### src/rtl/assert_macros.svh
// Assertion macros shared by the RTL of the keyboard character queue.
// Depends on nothing; both macros need clock in scope, HRA_ASSERT also reset.
`ifndef ASSERT_MACROS_SVH
`define ASSERT_MACROS_SVH

// Checked on every rising edge outside reset.
`define HRA_ASSERT(lbl, prop, msg) \
   lbl: assert property (@(posedge clock) disable iff (reset) prop) else $error(msg);

// Checked on every rising edge, reset included.
`define HRA_ASSERT_ALWAYS(lbl, prop, msg) \
   lbl: assert property (@(posedge clock) prop) else $error(msg);

`endif

### src/rtl/hra_pkg.sv
// Package of the keyboard report to ASCII queue: sequencer states, constants
// and the US layout key usage table. Depends on nothing.
package hra_pkg;

   localparam int CHAR_W     = 7;
   localparam int USAGE_W    = 8;
   localparam int MAX_SLOTS  = 6;
   localparam int TABLE_SIZE = 92;
   localparam int FILL_W     = 8;
   localparam int DROP_W     = 3;
   localparam logic [7:0] SHIFT_MASK = 8'h22;
   localparam logic [CHAR_W-1:0] ASCII_ESC = 7'd27;

   typedef enum logic [1:0] {
      ST_IDLE,
      ST_WRITE,
      ST_READ,
      ST_DONE
   } seq_state_type;

   // US layout: usage code to ASCII, plain or shifted. Unmapped codes give 0.
   function automatic logic [CHAR_W-1:0] key_to_ascii(input logic [USAGE_W-1:0] usage,
                                                     input logic shifted);
      logic [USAGE_W-1:0] letter;
      logic [CHAR_W-1:0]  res;
      begin
         letter = usage + (shifted ? 8'h3D : 8'h5D);
         res    = '0;
         if (usage >= 8'd4 && usage <= 8'd29) begin
            res = letter[CHAR_W-1:0];
         end else begin
            case (usage)
               8'd30:   res = shifted ? 7'h21 : 7'h31;
               8'd31:   res = shifted ? 7'h40 : 7'h32;
               8'd32:   res = shifted ? 7'h23 : 7'h33;
               8'd33:   res = shifted ? 7'h24 : 7'h34;
               8'd34:   res = shifted ? 7'h25 : 7'h35;
               8'd35:   res = shifted ? 7'h5E : 7'h36;
               8'd36:   res = shifted ? 7'h26 : 7'h37;
               8'd37:   res = shifted ? 7'h2A : 7'h38;
               8'd38:   res = shifted ? 7'h28 : 7'h39;
               8'd39:   res = shifted ? 7'h29 : 7'h30;
               8'd40:   res = 7'h0A;
               8'd41:   res = ASCII_ESC;
               8'd42:   res = 7'h08;
               8'd43:   res = 7'h09;
               8'd44:   res = 7'h20;
               8'd45:   res = shifted ? 7'h5F : 7'h2D;
               8'd46:   res = shifted ? 7'h2B : 7'h3D;
               8'd47:   res = shifted ? 7'h7B : 7'h5B;
               8'd48:   res = shifted ? 7'h7D : 7'h5D;
               8'd49:   res = shifted ? 7'h7C : 7'h5C;
               8'd51:   res = shifted ? 7'h3A : 7'h3B;
               8'd52:   res = shifted ? 7'h22 : 7'h27;
               8'd53:   res = shifted ? 7'h7E : 7'h60;
               8'd54:   res = shifted ? 7'h3C : 7'h2C;
               8'd55:   res = shifted ? 7'h3E : 7'h2E;
               8'd56:   res = shifted ? 7'h3F : 7'h2F;
               default: res = '0;
            endcase
         end
         return res;
      end
   endfunction

endpackage

### src/rtl/hid_report_to_ascii_fifo_unit.sv
// Keyboard report to ASCII queue, top level.
// A report runs in ST_WRITE, a read in ST_READ; then ST_DONE waits for a free output register;
// the next item is taken in the cycle after the result is registered, while it may still wait.
// The pace of a report is set by the single write port of the store: one slot per cycle.
// Reset is synchronous and active high; it empties the queue and clears all control state.
// Depends on hra_pkg, hra_lane, hra_ring and assert_macros.svh.
module hid_report_to_ascii_fifo_unit #(
   parameter int BUFFER_DEPTH = 256,
   parameter int KEY_SLOTS    = 6
) (
   input  logic                        clock,
   input  logic                        reset,
   input  logic                        req_valid,
   output logic                        req_ready,
   input  logic                        req_operation,
   input  logic [7:0]                  req_modifiers,
   input  logic [7:0]                  req_key_slot_0,
   input  logic [7:0]                  req_key_slot_1,
   input  logic [7:0]                  req_key_slot_2,
   input  logic [7:0]                  req_key_slot_3,
   input  logic [7:0]                  req_key_slot_4,
   input  logic [7:0]                  req_key_slot_5,
   output logic                        rsp_valid,
   input  logic                        rsp_ready,
   output logic [hra_pkg::CHAR_W-1:0]  rsp_char_out,
   output logic                        rsp_char_valid,
   output logic [hra_pkg::FILL_W-1:0]  rsp_fill_level,
   output logic                        rsp_has_input,
   output logic [hra_pkg::DROP_W-1:0]  rsp_dropped
);

   `include "assert_macros.svh"

   // Pointer and count width; the count never exceeds BUFFER_DEPTH - 1.
   localparam int AW = $clog2(BUFFER_DEPTH);
   // Slot counter width, kept at one bit for a single slot.
   localparam int SW = (KEY_SLOTS > 1) ? $clog2(KEY_SLOTS) : 1;
   localparam logic [AW-1:0] LAST_ADDR = AW'(BUFFER_DEPTH - 1);
   localparam logic [AW-1:0] FULL_COUNT = AW'(BUFFER_DEPTH - 1);

   // ------------------------------------------------------------------
   // Lanes: every key slot is translated at once when a report arrives.
   // ------------------------------------------------------------------
   logic [hra_pkg::USAGE_W-1:0] slot_all [hra_pkg::MAX_SLOTS];
   logic [hra_pkg::CHAR_W-1:0]  lane_char [KEY_SLOTS];
   logic                        shifted;

   assign slot_all[0] = req_key_slot_0;
   assign slot_all[1] = req_key_slot_1;
   assign slot_all[2] = req_key_slot_2;
   assign slot_all[3] = req_key_slot_3;
   assign slot_all[4] = req_key_slot_4;
   assign slot_all[5] = req_key_slot_5;

   assign shifted = (req_modifiers & hra_pkg::SHIFT_MASK) != 8'h00;

   for (genvar g = 0; g < KEY_SLOTS; g++) begin : g_lane
      hra_lane u_lane (
         .usage     (slot_all[g]),
         .shifted   (shifted),
         .char_code (lane_char[g])
      );
   end

   // ------------------------------------------------------------------
   // Registers.
   // ------------------------------------------------------------------
   hra_pkg::seq_state_type state_ff, state_in;
   logic [SW-1:0]               slot_cnt_ff, slot_cnt_in;
   logic [hra_pkg::CHAR_W-1:0]  chars_ff [KEY_SLOTS];
   logic [hra_pkg::CHAR_W-1:0]  chars_in [KEY_SLOTS];
   logic [AW-1:0]               rp_ff, rp_in;
   logic [AW-1:0]               wp_ff, wp_in;
   logic [AW-1:0]               count_ff, count_in;
   logic [hra_pkg::DROP_W-1:0]  lost_ff, lost_in;
   logic [hra_pkg::CHAR_W-1:0]  res_char_ff, res_char_in;
   logic                        res_valid_ff, res_valid_in;
   logic                        rsp_valid_ff, rsp_valid_in;
   logic [hra_pkg::CHAR_W-1:0]  rsp_char_ff, rsp_char_in;
   logic                        rsp_cvalid_ff, rsp_cvalid_in;
   logic [hra_pkg::FILL_W-1:0]  rsp_fill_ff, rsp_fill_in;
   logic                        rsp_has_ff, rsp_has_in;
   logic [hra_pkg::DROP_W-1:0]  rsp_drop_ff, rsp_drop_in;

   // Store interface.
   logic                        wr_en;
   logic [hra_pkg::CHAR_W-1:0]  rd_data;
   logic                        req_fire;
   logic                        out_free;

   assign req_ready = (state_ff == hra_pkg::ST_IDLE);
   assign req_fire  = req_valid && req_ready;
   // The output register can take a new result when empty or being emptied.
   assign out_free  = !rsp_valid_ff || rsp_ready;

   // A slot character is stored unless it is empty or the queue is full.
   assign wr_en = (state_ff == hra_pkg::ST_WRITE) && (chars_ff[0] != '0) &&
                  (count_ff != FULL_COUNT);

   hra_ring #(
      .DEPTH (BUFFER_DEPTH),
      .AW    (AW)
   ) u_ring (
      .clock   (clock),
      .wr_en   (wr_en),
      .wr_addr (wp_ff),
      .wr_data (chars_ff[0]),
      .rd_addr (rp_ff),
      .rd_data (rd_data)
   );

   // ------------------------------------------------------------------
   // Sequencer. A report walks its translated slots in order, one per
   // cycle, by shifting the lane results down towards slot zero. A read
   // uses the store word that was read at the read pointer on the
   // acceptance edge; no write can land in the queue at that edge.
   // ------------------------------------------------------------------
   always_comb begin
      state_in     = state_ff;
      slot_cnt_in  = slot_cnt_ff;
      rp_in        = rp_ff;
      wp_in        = wp_ff;
      count_in     = count_ff;
      lost_in      = lost_ff;
      res_char_in  = res_char_ff;
      res_valid_in = res_valid_ff;
      rsp_valid_in = rsp_valid_ff && !rsp_ready;
      rsp_char_in  = rsp_char_ff;
      rsp_cvalid_in = rsp_cvalid_ff;
      rsp_fill_in  = rsp_fill_ff;
      rsp_has_in   = rsp_has_ff;
      rsp_drop_in  = rsp_drop_ff;
      for (int i = 0; i < KEY_SLOTS; i++) begin
         chars_in[i] = chars_ff[i];
      end

      case (state_ff)
         hra_pkg::ST_IDLE: begin
            if (req_fire) begin
               lost_in      = '0;
               res_char_in  = '0;
               res_valid_in = 1'b0;
               slot_cnt_in  = SW'(KEY_SLOTS - 1);
               if (req_operation) begin
                  state_in = hra_pkg::ST_READ;
               end else begin
                  state_in = hra_pkg::ST_WRITE;
                  for (int i = 0; i < KEY_SLOTS; i++) begin
                     chars_in[i] = lane_char[i];
                  end
               end
            end
         end

         hra_pkg::ST_WRITE: begin
            if (chars_ff[0] != '0) begin
               if (count_ff != FULL_COUNT) begin
                  wp_in    = (wp_ff == LAST_ADDR) ? '0 : wp_ff + 1'b1;
                  count_in = count_ff + 1'b1;
               end else begin
                  lost_in = lost_ff + 1'b1;
               end
            end
            for (int i = 0; i < KEY_SLOTS - 1; i++) begin
               chars_in[i] = chars_ff[i + 1];
            end
            chars_in[KEY_SLOTS - 1] = '0;
            slot_cnt_in = slot_cnt_ff - 1'b1;
            if (slot_cnt_ff == '0) begin
               state_in = hra_pkg::ST_DONE;
            end
         end

         hra_pkg::ST_READ: begin
            if (count_ff != '0) begin
               res_char_in  = rd_data;
               res_valid_in = 1'b1;
               rp_in        = (rp_ff == LAST_ADDR) ? '0 : rp_ff + 1'b1;
               count_in     = count_ff - 1'b1;
            end
            state_in = hra_pkg::ST_DONE;
         end

         hra_pkg::ST_DONE: begin
            if (out_free) begin
               rsp_valid_in  = 1'b1;
               rsp_char_in   = res_char_ff;
               rsp_cvalid_in = res_valid_ff;
               rsp_fill_in   = hra_pkg::FILL_W'(count_ff);
               rsp_has_in    = (count_ff != '0);
               rsp_drop_in   = lost_ff;
               state_in      = hra_pkg::ST_IDLE;
            end
         end

         default: begin
            state_in = hra_pkg::ST_IDLE;
         end
      endcase
   end

   // Control state.
   always_ff @(posedge clock) begin
      if (reset) begin
         state_ff     <= hra_pkg::ST_IDLE;
         rp_ff        <= '0;
         wp_ff        <= '0;
         count_ff     <= '0;
         rsp_valid_ff <= 1'b0;
      end else begin
         state_ff     <= state_in;
         rp_ff        <= rp_in;
         wp_ff        <= wp_in;
         count_ff     <= count_in;
         rsp_valid_ff <= rsp_valid_in;
      end
   end

   // Payload registers.
   always_ff @(posedge clock) begin
      slot_cnt_ff   <= slot_cnt_in;
      lost_ff       <= lost_in;
      res_char_ff   <= res_char_in;
      res_valid_ff  <= res_valid_in;
      rsp_char_ff   <= rsp_char_in;
      rsp_cvalid_ff <= rsp_cvalid_in;
      rsp_fill_ff   <= rsp_fill_in;
      rsp_has_ff    <= rsp_has_in;
      rsp_drop_ff   <= rsp_drop_in;
      for (int i = 0; i < KEY_SLOTS; i++) begin
         chars_ff[i] <= chars_in[i];
      end
   end

   assign rsp_valid      = rsp_valid_ff;
   assign rsp_char_out   = rsp_char_ff;
   assign rsp_char_valid = rsp_cvalid_ff;
   assign rsp_fill_level = rsp_fill_ff;
   assign rsp_has_input  = rsp_has_ff;
   assign rsp_dropped    = rsp_drop_ff;

   // ------------------------------------------------------------------
   // Assertions.
   // ------------------------------------------------------------------
   // An accepted item always leaves the sequencer busy in the following cycle.
   `HRA_ASSERT(a_busy_after_accept, req_fire |=> (state_ff != hra_pkg::ST_IDLE), "item accepted but sequencer idle")
   // A full queue stays full while a report is being written.
   `HRA_ASSERT(a_full_holds, (state_ff == hra_pkg::ST_WRITE) && (count_ff == FULL_COUNT) |=> (count_ff == FULL_COUNT), "full queue changed during a report")
   // A read of a non-empty queue removes exactly one character.
   `HRA_ASSERT(a_pop_one, (state_ff == hra_pkg::ST_READ) && (count_ff != '0) |=> (count_ff == AW'($past(count_ff) - 1'b1)), "read did not remove one character")
   // After reset the sequencer is idle and no result is offered.
   `HRA_ASSERT_ALWAYS(a_reset_idle, reset |=> (state_ff == hra_pkg::ST_IDLE) && !rsp_valid_ff, "sequencer not idle after reset")

endmodule

### src/rtl/hra_lane.sv
// One key slot lane: range check of the usage code and layout lookup.
// Depends on hra_pkg.
module hra_lane (
   input  logic [hra_pkg::USAGE_W-1:0] usage,
   input  logic                        shifted,
   output logic [hra_pkg::CHAR_W-1:0]  char_code
);

   logic in_range;

   // Empty slots and codes beyond the table give no character.
   assign in_range  = (usage != '0) && (usage < 8'(hra_pkg::TABLE_SIZE));
   assign char_code = in_range ? hra_pkg::key_to_ascii(usage, shifted) : '0;

endmodule

### src/rtl/hra_ring.sv
// Character store of the queue: one write port, one registered read port.
// Depends on hra_pkg.
module hra_ring #(
   parameter int DEPTH = 256,
   parameter int AW    = 8
) (
   input  logic                       clock,
   input  logic                       wr_en,
   input  logic [AW-1:0]              wr_addr,
   input  logic [hra_pkg::CHAR_W-1:0] wr_data,
   input  logic [AW-1:0]              rd_addr,
   output logic [hra_pkg::CHAR_W-1:0] rd_data
);

   logic [hra_pkg::CHAR_W-1:0] mem [DEPTH];
   logic [hra_pkg::CHAR_W-1:0] rd_data_ff;

   always_ff @(posedge clock) begin
      if (wr_en) begin
         mem[wr_addr] <= wr_data;
      end
      rd_data_ff <= mem[rd_addr];
   end

   assign rd_data = rd_data_ff;

endmodule

### config.mk
export PLATFORM = sky130hd
export DESIGN_NAME = hid_report_to_ascii_fifo_unit
export DESIGN_NICKNAME = d
export VERILOG_FILES = /design/src/rtl/hra_pkg.sv /design/src/rtl/hid_report_to_ascii_fifo_unit.sv /design/src/rtl/hra_lane.sv /design/src/rtl/hra_ring.sv
export VERILOG_INCLUDE_DIRS = /design/src /design/src/rtl
export SDC_FILE = /design/constraint.sdc
export NUM_CORES = 2
export LEC_CHECK = 0
export BUFFER_PORTS_ARGS = -buffer_cell sky130_fd_sc_hd__buf_2
export CORE_MARGIN = 4
export CORE_UTILIZATION = 50
export CTS_BUF_LIST = sky130_fd_sc_hd__clkbuf_8
export DETAILED_ROUTE_END_ITERATION = 6
export PLACE_DENSITY = 0.67
export SETUP_SLACK_MARGIN = 0.4
export SLEW_MARGIN = 20
export SYNTH_ARGS = -nofsm -noshare
export SYNTH_HDL_FRONTEND = slang
export SYNTH_HIERARCHICAL = 1
export SYNTH_SLANG_ARGS = --single-unit
### constraint.sdc
create_clock -name clock -period 6.6 [get_ports clock]
set_input_delay 0.66 -clock clock [delete_from_list [all_inputs] [get_ports clock]]
set_output_delay 0.66 -clock clock [all_outputs]
set_load 0.005 [all_outputs]
* Word level (Yosys, flattened, before mapping)
Memories as Yosys holds them, arrays and structs flattened. A register that Yosys moved wholly into a read port is not among the register bits. Cells that the tools add are included.
Storage, ports and cells: register bits 61, memory bits (writable) 1834, output and inout bits 22, logic and storage cells 326, memories kept 2
Memory list:
- u_ring.mem | words 256, bits a word 7, rd ports 1, clocked after memory_dff 1, wr ports 1, RTL line hra_ring.sv:15 | logic [hra_pkg::CHAR_W-1:0] mem [DEPTH];
- chars_ff | words 6, bits a word 7, rd ports 6, clocked after memory_dff 0, wr ports 6, RTL line hid_report_to_ascii_fifo_unit.sv:70 | logic [hra_pkg::CHAR_W-1:0] chars_ff [KEY_SLOTS];
Cells by class: add/subtract/negate cells 12, order comparisons 18, eq/ne operators 169, multiplexer cells 70, reduce and logical (&&, ||, !) cells 41
Operators with widths (count):
- $eq A8 B6 Y1 const B | 144
- $pmux W7 S26 | 6
- $mux W7 | 18
- $eq A8 B5 Y1 const B | 12
- $mux W42 | 2
- $pmux W42 S2 | 1
- $mux W5 | 13
- $reduce_bool A8 Y1 | 8
- $ge A8 B3 Y1 const B | 6
- $le A8 B5 Y1 const B | 6
- $lt A8 B7 Y1 const B | 6
- $add A7 B7 Y7 | 6
- $mux W8 | 5
- $add A8 B1 Y8 const B | 3
- $mux W6 | 3
- $eq A8 B8 Y1 const B | 2
- $logic_and A1 B1 Y1 | 16
- $pmux W8 S2 | 1
- $mux W3 | 5
- $pmux W7 S2 | 1
- $pmux W3 S2 | 2
- $reduce_and A3 Y1 | 3
- $mux W2 | 4
- $ne A2 B1 Y1 const B | 4
- other kinds (18) | 33

* Depth between registers and ports, before layout
word-level depth 8, mapped depth 12, gate-level depth less buffers 9

* Modules after synthesis
The synthesis kept the hierarchy.
Modules (own cells, without submodules):
- hra_ring | times used 1, cells an instance 3381, area each 70197.3 um^2
- hid_report_to_ascii_fifo_unit | times used 1, cells an instance 365, area each 4729.5 um^2
- hra_lane at g_lane[0].u_lane ... | times used 3, cells an instance 144, area each 993.5 um^2
- hra_lane at g_lane[4].u_lane ... | times used 2, cells an instance 150, area each 1041.0 um^2
- hra_lane at g_lane[1].u_lane | times used 1, cells an instance 151, area each 1017.2 um^2

* Least setup slack after synthesis
Ideal clock, no wire load.
path type register -> register, start point memory chars_ff[0][2] (netlist bit), end point memory u_ring/mem[234][0] (netlist bit), enable pin, arrival time 5.403 ns, data required time 6.240 ns, slack 0.836 ns, stages on the path, launching flop included 9, path buffers 3, period minus slack after synthesis 5.764 ns, cells stage by stage edfxtp_1 nor4_1 and2_1 nor2_1 clkbuf_1 clkbuf_1 nand3_1 clkbuf_1 nor2_1
RTL lines (RTL line):
- start: declaration | hid_report_to_ascii_fifo_unit.sv:70
- end: declaration | hra_ring.sv:15

==> summary.md <==
| Metric | Value |
|---|---|
| Cell Rows | 147 |
| CORE AREA | 161,000 um2 |
| Worst reg2reg path depth | 8 |
| Most numerous cell in the Yosys netlist | edfxtp_1 |
| CTS tree | yes |
| Clock slew at the register clock pins of the worst setup and hold paths | about 0.06 ns |
| Data arrival time of the critical path | 4.99 ns |
| Total internal power | 0.0214 W |
| Critical path start-end classification | reg2reg |
| Dpl hpwl | 116,000 um |
| Number of sinks handled by clock tree synthesis | 1,902 |
| Layout cells sized above 1 | 0.205 |
| Aggregate global-route resource usage | 0.227 |
| Final hold violations | 0 |
| Via Count | 44,700 |
| Final Cell Area | just under 90,000 um2 |
| Total power per unit cell area | 331 nW/um2 |
| Vias in the first global route | 44,000 |
| Largest area contributor in the netlist | edfxtp_1 |
| Most frequently used flop master after synthesis | edfxtp_1 |
| Max-cap viol count | 0 |
| Endpoint of the worst hold-timing path | rp_ff[4]$_SDFFE_PP0P_ |
| Final-stage net count | 4,892 |
| Crit Reg-Reg Startpoint | chars_ff[0][5]$_DFFE_PP_ |
| First-pass GRT wire length | 287,000 um |
| Startpoint of the lowest-slack hold path | reset |
| Cell area after placement | 82,700 um2 |
| Count of unique library cells instantiated by Yosys | 110 |
| Worst ir drop on vdd | 322 uV |
| Global routing usage on met2 | 0.353 |
| Worst-path fanout max | 79 |
| Leakage power of the design | 27.2 nW |
| Endpoint required time on the critical path | 7.20 ns |
| Worst slew pin tran | 1.20 ns |
| Combinational fraction of design power | 0.179 |
| Die outline width | slightly above 400 um |
| Largest net degree at the start of global routing | between 150 and 200 |
| Most Used Layer, Global Route | met2 |
| Tightest Hold Check Type | in2reg |
| Residual DRC | 0 |
| Type of element launching the critical path | flip-flop |
| Reg2Reg Setup Slack | 2.21 ns |
| Number of standard cells in the layout, taps in and fillers out | just over 7,000 |
| Number of enable flip-flop cells after synthesis | 1,868 |
| Share of async-settable or async-resettable flops after synthesis | 0 |
| Number of cells on the worst hold path | 2 |
| Minimum clock period after layout | approximately 4.4 ns |
| Number of warnings issued by yosys | 6 |
| Portion of total power attributed to sequential cells | 0.505 |
| Routed wire length per instance | 26.8 um |
| Synthesized netlist net count | 4,738 |
| Setup Buffers After CTS | 0 |
| Highest clock rate | 0.228 GHz |
| Initial DRC count | 5,216 |
| Leading cell types by total area after synthesis | edfxtp_1, mux4_2, mux2i_1 |
| Routed vias/inst | about 6.2 |
| Gate Count Post-Synth | 4,629 |
| Inserted Clock Buffers | around 320 |
| Final setup skew | 0.0818 ns |
| Cell Count Post-Placement | around 6,600 |
| Fillers | ~13,000 |
| Part of the total power dissipated in the clock network | 0.316 |
| Total I/O pin count | 83 |
| Final number of max-transition violations | 0 |
| Number of port buffers | 76 |
| Worst hold margin | around 0.17 ns |
| Maximum level of the CTS H-tree | 5 |
| Final worst-path cycle share | 0.665 |
| Final-report setup violation count | 0 |
| Initial standard-cell utilization of the core | 0.504 |
| Die footprint | roughly 170,000 um2 |
| Met1 Resource Use GR | 0.324 |
| Status | complete, no violations |
| Total congestion overflow after global routing | 0 |
| Total net switching power | 0.00782 W |
| Worst flop-to-flop path endpoint | u_ring/mem[13][0]$_DFFE_PP_ |
| Net switching share of the total power | 0.268 |
| Synth Cell Area | 81,000 um2 |
| Y dimension of the die | 411 um |
| Routability Congestion | between 0.9 and 1 |
| Post-synthesis sequential element count | around 1,900 |
| Total Routed Length | slightly below 200,000 um |
| Number of detailed-route iterations in the first pass | 6 |
| Top cell type's share of synthesized area | 0.692 |
| P&R area growth vs syn | 8.89% |
| Register area share after synthesis | 0.701 |
| Final setup TNS | 0 ns |
| Remaining antenna violation count after routing | 0 |
| Library cell used as clock root buffer | clkbuf_8 |
| Relative slew slack | 0.199 |
| Clock latency on the worst-skew pair | 1.00 ns |
| GR Util met3 | 0.0479 |
| Unrepaired setup endpoints after global routing | no |
| Largest buffer count on any clock path | 4 |
| Critical Path Sink Type | flip-flop |
| Launching instance or port of the critical path | chars_ff[0][5]$_DFFE_PP_ |
| Number of antenna violations at the first check in global routing | 3 |
| Commonest cells post-synth | edfxtp_1, mux4_2, nor2_1, mux2i_1, nand2_1 |
| Average footprint of a synthesized cell | about 17 um2 |
-- placed cells by master (no fill, tap or decap), drive strengths merged, types with 24 or more instances in the layout --
cell and count:
nand3 85, a31oi 29, o22ai 80, mux2i 167, xnor2 27, inv 151
a22oi 67, a21o 26, nor2b 52, mux4 391, clkbuf 328, nor3 66
buf 146, dfxtp 34, mux2 51, o21ai 86, a221oi 37, nor2 382
and2 29, ha 48, nand2b 45, or3 24, nor4 42, a21oi 123
clkinv 98, nand2 144, edfxtp 1868
-- power groups by stage --
| stage | registers, W | clock network (W) | logic [W] |
|---|---|---|---|
| after floorplan | 0.0155 | 0 | 0.00364 |
| after CTS | 0.0147 | 0.00944 | 0.00528 |
| final | 0.0147 | 0.00921 | 0.00523 |
| after detailed placement | 0.0150 | 0 | 0.00527 |
| after global routing | 0.0148 | 0.0101 | 0.00562 |
| after global placement | 0.0150 | 0 | 0.00515 |
-- metal layers --
metal / wire (um) / vias up / share of wire
met2: 91100 / 2137 / 0.47
met1: 78300 / 23000 / 0.41
met4: 5530 / 0 / 0.029
met5: 0 / - / 0
met3: 17300 / 358 / 0.090
li1: - / 19200 / -
-- per-stage QoR --
stage,utilization,setup slack (ns),total power [W]
after floorplan,-,0.836,0.0192
after global routing,0.549,1.96,0.0304
final,0.549,2.21,0.0292
after global placement,0.514,2.18,0.0201
after detailed placement,0.514,2.27,0.0203
after CTS,0.549,2.25,0.0295
-- worst max-delay path: stages (launching register included) --
cell and delay, ns:
edfxtp_1 0.32, buf_4 0.66, nor4_1 0.16, and2_1 0.31, nor2_1 0.15, buf_4 0.26
nand4_1 0.92, buf_4 0.59, nor2_1 0.63
-- state kept, by name, summed over array words and instances, names as in the netlist --
name and cells:
rsp_fill_level 8, u_ring/rd_data 7, rsp_char_out 7, rsp_dropped 3, state_ff 2, wp_ff 8
rsp_valid 1, res_valid_ff 1, u_ring/mem 1792, res_char_ff 7, rp_ff 8, lost_ff 3
rsp_char_valid 1, rsp_has_input 1, count_ff 8, slot_cnt_ff 3, chars_ff 42
-- final cells by class --
cell class	count	area, um2	share of cell area
Antenna cell	2	5.00	0.0000567
Clock buffer	328	4510	0.0512
Tap cell	2160	2700	0.0306
Timing Repair Buffer	148	1070	0.0122
Clock inverter	204	982	0.0111
Sequential cell	1902	56800	0.644
Multi-Input combinational cell	2359	21900	0.249
Inverter	54	203	0.00230
-- how the worst max path moves through the flow --
stage / to / cells past startpoint
after floorplan: u_ring/mem[234][0]$_DFFE_PP_ / 8
after global placement: u_ring/mem[11][2]$_DFFE_PP_ / 8
after detailed placement: u_ring/mem[13][0]$_DFFE_PP_ / 8
after CTS: u_ring/mem[13][2]$_DFFE_PP_ / 8
after global routing: u_ring/mem[29][1]$_DFFE_PP_ / 8
final: u_ring/mem[13][0]$_DFFE_PP_ / 8
-- kinds of logic (layout without fill, tap and decap cells) --
kind of cell	after synthesis	count (layout)	share of synthesized area
flip-flops	1902	1902	0.701
AO/OA/AOI/OAI	678	678	0.0601
XOR/XNOR	45	45	0.00487
multiplexers	609	609	0.137
AND/OR/NAND/NOR	979	979	0.0609
buffers and inverters	368	734	0.0288
other	0	2	0
adder cells (fa/ha/maj)	48	48	0.00741
-- what timing repair did --
action,CTS,global route
endpoints found under the hold margin,2,0
hold buffers,2,0
resized for setup,0,0
(Power assumes the default switching activity.)
